<file path="config.mk">
export PLATFORM = sky130hd
export DESIGN_NAME = two_class_message_scheduler
export DESIGN_NICKNAME = d
export VERILOG_FILES = /design/src/hdl/tcms_pkg.sv /design/src/hdl/tcms_ctrl.sv /design/src/hdl/tcms_dp.sv /design/src/hdl/two_class_message_scheduler.sv
export SDC_FILE = /design/constraint.sdc
export NUM_CORES = 2
export LEC_CHECK = 0
export BUFFER_PORTS_ARGS = -buffer_cell sky130_fd_sc_hd__buf_2
export CAP_MARGIN = 10
export CORE_MARGIN = 2
export CORE_UTILIZATION = 41
export CTS_BUF_LIST = sky130_fd_sc_hd__clkbuf_8
export DETAILED_ROUTE_END_ITERATION = 8
export PLACE_DENSITY = 0.55
export SLEW_MARGIN = 20
export SYNTH_ARGS = -nofsm -noshare
export SYNTH_HDL_FRONTEND = slang
export SYNTH_SLANG_ARGS = --single-unit
</file>
<file path="constraint.sdc">
create_clock -name clk -period 7.22 [get_ports clk]
set_clock_uncertainty 0.15 [all_clocks]
set_input_delay 0.722 -clock clk [delete_from_list [all_inputs] [get_ports clk]]
set_output_delay 0.722 -clock clk [all_outputs]
set_load 0.05 [all_outputs]
</file>
<file path="src/hdl/tcms_pkg.sv">
// ----------------------------------------------------------------------------
// tcms_pkg: shared types and constants of the two-class message scheduler.
// Holds the default sizes, the key width, the controller states and the
// command and status structs that pass between controller and datapath.
// ----------------------------------------------------------------------------
package tcms_pkg;

	localparam int PlainDepthDef  = 16;
	localparam int SortedDepthDef = 16;
	localparam int HandleBitsDef  = 16;
	localparam int FieldBits      = 16;
	localparam int KeyBits        = 33;
	localparam int TotalBits      = 6;

	typedef enum logic [1:0] {
		ST_IDLE,
		ST_EXEC,
		ST_OUT
	} state_t;

	typedef enum logic [1:0] {
		OP_NONE,
		OP_PUSH_PLAIN,
		OP_PUSH_SORTED,
		OP_POP
	} op_t;

	typedef struct packed {
		logic capture;
		op_t  op;
	} dp_cmd_t;

	typedef struct packed {
		logic pop_req;
		logic is_request;
	} dp_status_t;

endpackage

</file>
<file path="src/hdl/tcms_ctrl.sv">
// ----------------------------------------------------------------------------
// tcms_ctrl: controller of the scheduler.
// Accepts one item, has the datapath execute it, then holds the result until
// the receiver takes it.
// ----------------------------------------------------------------------------
module tcms_ctrl
	import tcms_pkg::*;
(
	input  logic       clk,
	input  logic       arst_n,
	input  logic       in_valid,
	output logic       in_ready,
	output logic       out_valid,
	input  logic       out_ready,
	input  dp_status_t status,
	output dp_cmd_t    cmd
);

	state_t state_q, state_next;

	always_ff @(posedge clk or negedge arst_n) begin
		if (!arst_n) begin
			state_q <= ST_IDLE;
		end else begin
			state_q <= state_next;
		end
	end

	always_comb begin
		state_next = state_q;
		unique case (state_q)
			ST_IDLE: begin
				if (in_valid) state_next = ST_EXEC;
			end
			ST_EXEC: state_next = ST_OUT;
			ST_OUT: begin
				if (out_ready) state_next = ST_IDLE;
			end
			default: state_next = ST_IDLE;
		endcase
	end

	always_comb begin
		in_ready    = 1'b0;
		out_valid   = 1'b0;
		cmd.capture = 1'b0;
		cmd.op      = OP_NONE;
		unique case (state_q)
			ST_IDLE: begin
				in_ready    = 1'b1;
				cmd.capture = in_valid;
			end
			ST_EXEC: begin
				if (status.pop_req) cmd.op = OP_POP;
				else if (status.is_request) cmd.op = OP_PUSH_SORTED;
				else cmd.op = OP_PUSH_PLAIN;
			end
			ST_OUT: out_valid = 1'b1;
			default: ;
		endcase
	end

endmodule

</file>
<file path="src/hdl/tcms_dp.sv">
// ----------------------------------------------------------------------------
// tcms_dp: datapath of the scheduler.
// A shift FIFO for plain messages and a sorted cell chain for requests, with
// the key subtractor and the result registers.
// ----------------------------------------------------------------------------
module tcms_dp
	import tcms_pkg::*;
#(
	parameter int PLAIN_DEPTH  = PlainDepthDef,
	parameter int SORTED_DEPTH = SortedDepthDef,
	parameter int HANDLE_BITS  = HandleBitsDef
) (
	input  logic                 clk,
	input  logic                 arst_n,
	input  dp_cmd_t              cmd,
	output dp_status_t           status,
	input  logic                 req_type,
	input  logic                 is_request,
	input  logic [FieldBits-1:0] msg_handle,
	input  logic [FieldBits-1:0] want_cycle,
	input  logic [FieldBits-1:0] want_pos,
	input  logic [FieldBits-1:0] tip_cycle,
	input  logic [FieldBits-1:0] tip_pos,
	output logic                 got_message,
	output logic [FieldBits-1:0] out_handle,
	output logic                 from_request_store,
	output logic                 push_dropped,
	output logic [TotalBits-1:0] total_held
);

	localparam int PcBits = $clog2(PLAIN_DEPTH + 1);
	localparam int ScBits = $clog2(SORTED_DEPTH + 1);
	localparam int SumBits = (PcBits > ScBits ? PcBits : ScBits) + 1;

	logic                       pop_q, isreq_q;
	logic [HANDLE_BITS-1:0]     hnd_q;
	logic signed [KeyBits-1:0]  key_q;
	logic [HANDLE_BITS-1:0]     plain_q [PLAIN_DEPTH];
	logic [HANDLE_BITS-1:0]     shand_q [SORTED_DEPTH];
	logic signed [KeyBits-1:0]  skey_q  [SORTED_DEPTH];
	logic [PcBits-1:0]          pcnt_q;
	logic [ScBits-1:0]          scnt_q;
	logic [SORTED_DEPTH-1:0]    gt;
	logic [HANDLE_BITS-1:0]     h_in;
	logic [SumBits-1:0]         sum;
	logic [PcBits-1:0]          pcnt_n;
	logic [ScBits-1:0]          scnt_n;

	assign status.pop_req    = pop_q;
	assign status.is_request = isreq_q;

	assign h_in = HANDLE_BITS'(msg_handle);

	always_ff @(posedge clk) begin
		if (cmd.capture) begin
			pop_q   <= req_type;
			isreq_q <= is_request;
			hnd_q   <= h_in;
			key_q   <= $signed({1'b0, want_cycle, want_pos})
				- $signed({1'b0, tip_cycle, tip_pos});
		end
	end

	always_comb begin
		for (int i = 0; i < SORTED_DEPTH; i++) begin
			gt[i] = (i < int'(scnt_q)) && (skey_q[i] > key_q);
		end
	end

	always_ff @(posedge clk) begin
		unique case (cmd.op)
			OP_PUSH_PLAIN: begin
				if (int'(pcnt_q) < PLAIN_DEPTH) begin
					plain_q[pcnt_q[$clog2(PLAIN_DEPTH)-1:0]] <= hnd_q;
				end
			end
			OP_PUSH_SORTED: begin
				if (int'(scnt_q) < SORTED_DEPTH) begin
					for (int i = 0; i < SORTED_DEPTH; i++) begin
						if (gt[i]) begin
							if (i > 0 && gt[i-1]) begin
								skey_q[i]  <= skey_q[i-1];
								shand_q[i] <= shand_q[i-1];
							end else begin
								skey_q[i]  <= key_q;
								shand_q[i] <= hnd_q;
							end
						end else if (i == int'(scnt_q)) begin
							if (i > 0 && gt[i-1]) begin
								skey_q[i]  <= skey_q[i-1];
								shand_q[i] <= shand_q[i-1];
							end else begin
								skey_q[i]  <= key_q;
								shand_q[i] <= hnd_q;
							end
						end
					end
				end
			end
			OP_POP: begin
				if (pcnt_q != '0) begin
					for (int i = 0; i < PLAIN_DEPTH - 1; i++) plain_q[i] <= plain_q[i+1];
				end else if (scnt_q != '0) begin
					for (int i = 0; i < SORTED_DEPTH - 1; i++) begin
						skey_q[i]  <= skey_q[i+1];
						shand_q[i] <= shand_q[i+1];
					end
				end
			end
			default: ;
		endcase
	end

	always_comb begin
		pcnt_n = pcnt_q;
		scnt_n = scnt_q;
		unique case (cmd.op)
			OP_PUSH_PLAIN:  if (int'(pcnt_q) < PLAIN_DEPTH) pcnt_n = pcnt_q + 1'b1;
			OP_PUSH_SORTED: if (int'(scnt_q) < SORTED_DEPTH) scnt_n = scnt_q + 1'b1;
			OP_POP: begin
				if (pcnt_q != '0) pcnt_n = pcnt_q - 1'b1;
				else if (scnt_q != '0) scnt_n = scnt_q - 1'b1;
			end
			default: ;
		endcase
	end

	assign sum = SumBits'(pcnt_n) + SumBits'(scnt_n);

	always_ff @(posedge clk or negedge arst_n) begin
		if (!arst_n) begin
			pcnt_q <= '0;
			scnt_q <= '0;
		end else begin
			pcnt_q <= pcnt_n;
			scnt_q <= scnt_n;
		end
	end

	always_ff @(posedge clk) begin
		if (cmd.op != OP_NONE) begin
			got_message        <= 1'b0;
			out_handle         <= '0;
			from_request_store <= 1'b0;
			push_dropped       <= 1'b0;
			total_held         <= TotalBits'(sum);
			unique case (cmd.op)
				OP_PUSH_PLAIN:  push_dropped <= (int'(pcnt_q) >= PLAIN_DEPTH);
				OP_PUSH_SORTED: push_dropped <= (int'(scnt_q) >= SORTED_DEPTH);
				OP_POP: begin
					if (pcnt_q != '0) begin
						got_message <= 1'b1;
						out_handle  <= FieldBits'(plain_q[0]);
					end else if (scnt_q != '0) begin
						got_message        <= 1'b1;
						from_request_store <= 1'b1;
						out_handle         <= FieldBits'(shand_q[0]);
					end
				end
				default: ;
			endcase
		end
	end

endmodule

</file>
<file path="src/hdl/two_class_message_scheduler.sv">
// ----------------------------------------------------------------------------
// two_class_message_scheduler: strict-priority FIFO ahead of a sorted store.
//
// The input channel carries one push or pop per transfer; the output channel
// returns exactly one result per input transfer. Plain messages leave in
// arrival order and always before requests. Requests leave in order of
// their signed distance ahead of the playback tip, equal keys in arrival
// order. A push into a full store is dropped and flagged.
// An item passes capture with key subtraction, then one update of the
// FIFO or the sorted cell chain that loads the result register in the same
// cycle. The next item is accepted in the cycle after the result transfer,
// so no new item is taken before the last result has been taken. A stalled
// receiver holds the result and blocks the input.
// Reset empties both stores at once; no clearing pass is needed.
// ----------------------------------------------------------------------------
module two_class_message_scheduler
	import tcms_pkg::*;
#(
	parameter int PLAIN_DEPTH  = PlainDepthDef,
	parameter int SORTED_DEPTH = SortedDepthDef,
	parameter int HANDLE_BITS  = HandleBitsDef
) (
	input  logic                 clk,
	input  logic                 arst_n,
	input  logic                 in_valid,
	output logic                 in_ready,
	input  logic                 req_type,
	input  logic                 is_request,
	input  logic [FieldBits-1:0] msg_handle,
	input  logic [FieldBits-1:0] want_cycle,
	input  logic [FieldBits-1:0] want_pos,
	input  logic [FieldBits-1:0] tip_cycle,
	input  logic [FieldBits-1:0] tip_pos,
	output logic                 out_valid,
	input  logic                 out_ready,
	output logic                 got_message,
	output logic [FieldBits-1:0] out_handle,
	output logic                 from_request_store,
	output logic                 push_dropped,
	output logic [TotalBits-1:0] total_held
);

	dp_cmd_t    cmd;
	dp_status_t status;

	tcms_ctrl u_ctrl (
		.clk(clk), .arst_n(arst_n), .in_valid(in_valid), .in_ready(in_ready),
		.out_valid(out_valid), .out_ready(out_ready), .status(status), .cmd(cmd)
	);

	tcms_dp #(
		.PLAIN_DEPTH(PLAIN_DEPTH), .SORTED_DEPTH(SORTED_DEPTH), .HANDLE_BITS(HANDLE_BITS)
	) u_dp (
		.clk(clk), .arst_n(arst_n), .cmd(cmd), .status(status),
		.req_type(req_type), .is_request(is_request), .msg_handle(msg_handle),
		.want_cycle(want_cycle), .want_pos(want_pos), .tip_cycle(tip_cycle),
		.tip_pos(tip_pos), .got_message(got_message), .out_handle(out_handle),
		.from_request_store(from_request_store), .push_dropped(push_dropped),
		.total_held(total_held)
	);

endmodule
</file>
==> out/summary.txt <==
Initial Util: 41.2%
Clk sinks: 1128
Total congestion overflow: 0
Peak supply drop: 0.213 mV
CTS clock-pin slew for the worst setup and hold paths: 0.06 ns
Yosys top cell area share: 50.2%
Most frequent CP cell: buf_4
Final net count: 6641
Antenna Nets Post-Route: 0
Synth area leader: edfxtp_1
Max_cap viols: 0
Vias per std cell: 6.07
Post-synth EDFFs: 1116
Final setup fails: 0
Final Util: 45.6%
Via Count: 50700
Avg Inst Size Synth: 11.3 sq um
Power Density: 315 mW/mm^2
CTS Buf Count: 197
DRC violation count after routing: 3
Synth top area cells: edfxtp_1, mux2i_1, ha_1
Initial antenna violation count: 8
Die Ht: 408 um
Vias in the first global route: 48300
Reg2reg path depth: 13
WP data required: 7.76 ns
Post-Syn Instances: 5896
Final WL: 242 mm
Slew headroom: 20.2%
Yosys Warn Count: 0
Post-route setup slack: 0.624 ns
#FFs+latches synth: 1128
Hold-critical path endpoint: u_dp.key_q[0]
Startpoint types: register
CTS tree: done
Initial DRT Pass Iterations: 9
CTS Buffer Depth: 3
Pre-CTS WS: 0.938 ns
Crit Path Max Fanout: 25
Seq/Total Area, Yosys: 50.6%
Fin. max-slew vios: 0
Ys flop type: edfxtp_1
Post-synth net total: 6528
Buf/Inv on CP: 4
Failing checks: DRC
Width of the die: 408 um
GPL Wtd Cong: 0.949
Post-synth ARST share: 1.06%
Min-delay worst type: in -> reg
Crit end category: register
IO Count: 113
Post-route minimum period: 6.60 ns
Setup bufs post-CTS: 0
Slowest CP cell: nor3_1
H-tree depth: 4
Worst-Margin Slew: 1.20 ns
R2R Path End: u_dp.skey_q[6][52]
CP top delay family: simple AND/OR/NAND/NOR gates
Crit path cell chain: inv_1, buf_4, ha_1, nand4_1, or3_1, nor3_1, nand4_1, nor4_1, nor4b_2, o21ai_4, buf_4, buf_4, mux2i_1
Final hold vios: 0
Synthesized cell area: 0.0668 sq mm
Core area: 0.162 sq mm
Site Rows: 148
Largest net degree at the start of global routing: 237
Avg WL per Cell: 29.0 um
Drt first-iter violations: 6469
Fin Setup TNS: 0 ns
Die area: 0.166 sq mm
Crit Reg-Reg Startpoint: u_dp.key_q[30]
Port buffer count: 112
Outcome: finished with violations
Power Total: 23.3 mW
Hold buffers post-CTS: 28
WS Path Type: reg -> reg
GR Util met3: 5.57%
Seq. cell area: 0.0338 sq mm
R2R setup slack: 0.62 ns
WP data arrival: 7.14 ns
Synth-to-layout area growth: 10.8%
Fill cells: 15200
Share of cells above drive strength 1: 9.24%
CTS resizes: 0
Hpwl dp: 159 mm
Most instantiated library cell after synthesis: edfxtp_1
First-pass GRT wire length: 347 mm
Hold depth: 4
Grt met2 use: 41.6%
GRT Resource Usage Total: 28.5%
CTS root buf: clkbuf_8
Hold Startpoint: want_pos[0]
Multi-input logic area: 0.0308 sq mm
Worst skew pair latency: 1.03 ns
Busiest grt layer: met2
Leak: 30.0 nW
CP peak stage delay: 0.88 ns
Top cells by count, synth: edfxtp_1, mux2i_1, nand2_1, ha_1, o21ai_1
Max Freq: 152 MHz
Yosys cell types: 84
RSZ-0062 raised after global routing: false
Routing usage on met1: 41.6%
Period utilization: 91.4%
## cell families (layout without fill, tap and decap cells)
kind of cell / after synthesis / count (layout) / synth area share [%]
multiplexers: 883 / 883 / 13.3
XOR/XNOR: 31 / 31 / 0.407
buffers and inverters: 575 / 845 / 3.67
adder cells (fa/ha/maj): 546 / 546 / 10.3
other: 0 / 5 / 0
flip-flops: 1128 / 1128 / 50.6
AO/OA/AOI/OAI: 1426 / 1426 / 13.2
AND/OR/NAND/NOR: 1307 / 1307 / 8.53
## stage by stage
step	cells	instance area, sq um	hold WS, ns
2_1_floorplan	5896	66800	0.276
3_3_place_gp	7956	70000	0.346
3_5_place_dp	7957	70100	0.352
4_1_cts	8341	74000	0.0148
5_1_grt	8344	74000	0.0587
6_report	8346	74000	0.103
## cells in the final DEF, fill, tap and decap left out, types with 9 or more instances in the layout
| cell | instances |
|---|---|
| edfxtp_1 | 1116 |
| mux2i_1 | 834 |
| nand2_1 | 707 |
| ha_1 | 544 |
| o21ai_1 | 448 |
| a21o_1 | 308 |
| inv_1 | 251 |
| a21oi_1 | 239 |
| clkbuf_8 | 197 |
| nor2_1 | 189 |
| o21ai_0 | 168 |
| nand3_1 | 164 |
| buf_4 | 137 |
| buf_2 | 112 |
| nand4_1 | 86 |
| clkinv_1 | 61 |
| mux2_1 | 49 |
| a222oi_1 | 49 |
| nor3_1 | 37 |
| a211oi_1 | 29 |
| nor2b_1 | 28 |
| dlygate4sd3_1 | 28 |
| xnor2_1 | 23 |
| clkinv_2 | 20 |
| nand2b_1 | 18 |
| buf_12 | 18 |
| a22o_1 | 16 |
| a31oi_1 | 15 |
| o211ai_1 | 15 |
| dfrtp_1 | 12 |
| o21bai_1 | 11 |
| nor4_1 | 10 |
| and3_1 | 10 |
| nand2_4 | 9 |
| o21a_1 | 9 |
| o31ai_1 | 9 |
## state kept, by name, indices dropped and copies added (netlist names), 2 cells and up
signal	count
u_dp.pcnt_q	5
u_dp.plain_q	256
u_dp.scnt_q	5
u_ctrl.state_q	2
u_dp.hnd_q	16
u_dp.key_q	33
u_dp.shand_q	256
u_dp.out_handle	16
u_dp.skey_q	528
u_dp.total_held	6
## worst min-delay path, stage by stage
cell and delay (ns):
buf_2 0.09, inv_1 0.04, ha_1 0.12, inv_1 0.10
## worst max-delay path by stage
stage / startpoint / endpoint / slack (ns) / depth (start not counted)
2_1_floorplan: u_ctrl.state_q[1] / u_dp.shand_q[1][0] / 1.02 / 9
3_3_place_gp: u_dp.key_q[27] / u_dp.shand_q[3][12] / 0.75 / 11
3_5_place_dp: u_dp.key_q[30] / u_dp.skey_q[6][52] / 0.94 / 13
4_1_cts: u_dp.key_q[30] / u_dp.skey_q[6][52] / 0.86 / 13
5_1_grt: u_dp.key_q[30] / u_dp.skey_q[6][52] / 0.62 / 13
6_report: u_dp.key_q[30] / u_dp.skey_q[6][52] / 0.62 / 13
## routing by layer
layer | vias to the layer above | share of wire, %
met5 | - | 0
met3 | 418 | 9.0
met4 | 0 | 3.8
met1 | 25300 | 45
li1 | 22400 | -
met2 | 2498 | 43
## layout make-up
cell class / count / share of cell area, %
sequential: 1128 / 45.7
multi-input combinational: 4193 / 41.7
tap: 2175 / 3.68
clock buffer: 197 / 3.67
timing repair buffer: 296 / 3.03
clock inverter: 159 / 1.22
inverter: 193 / 0.990
antenna: 5 / 0.0169
## where the power goes
group          internal [mW]  switching, mW  total [mW]  leakage (nW)
Clock                   2.75           2.97        5.72          2.07
Sequential              8.61          0.958        9.57          10.3
Combinational           2.68           5.32        8.00          17.6
No activity file was read; power rests on OpenSTA's default activity.
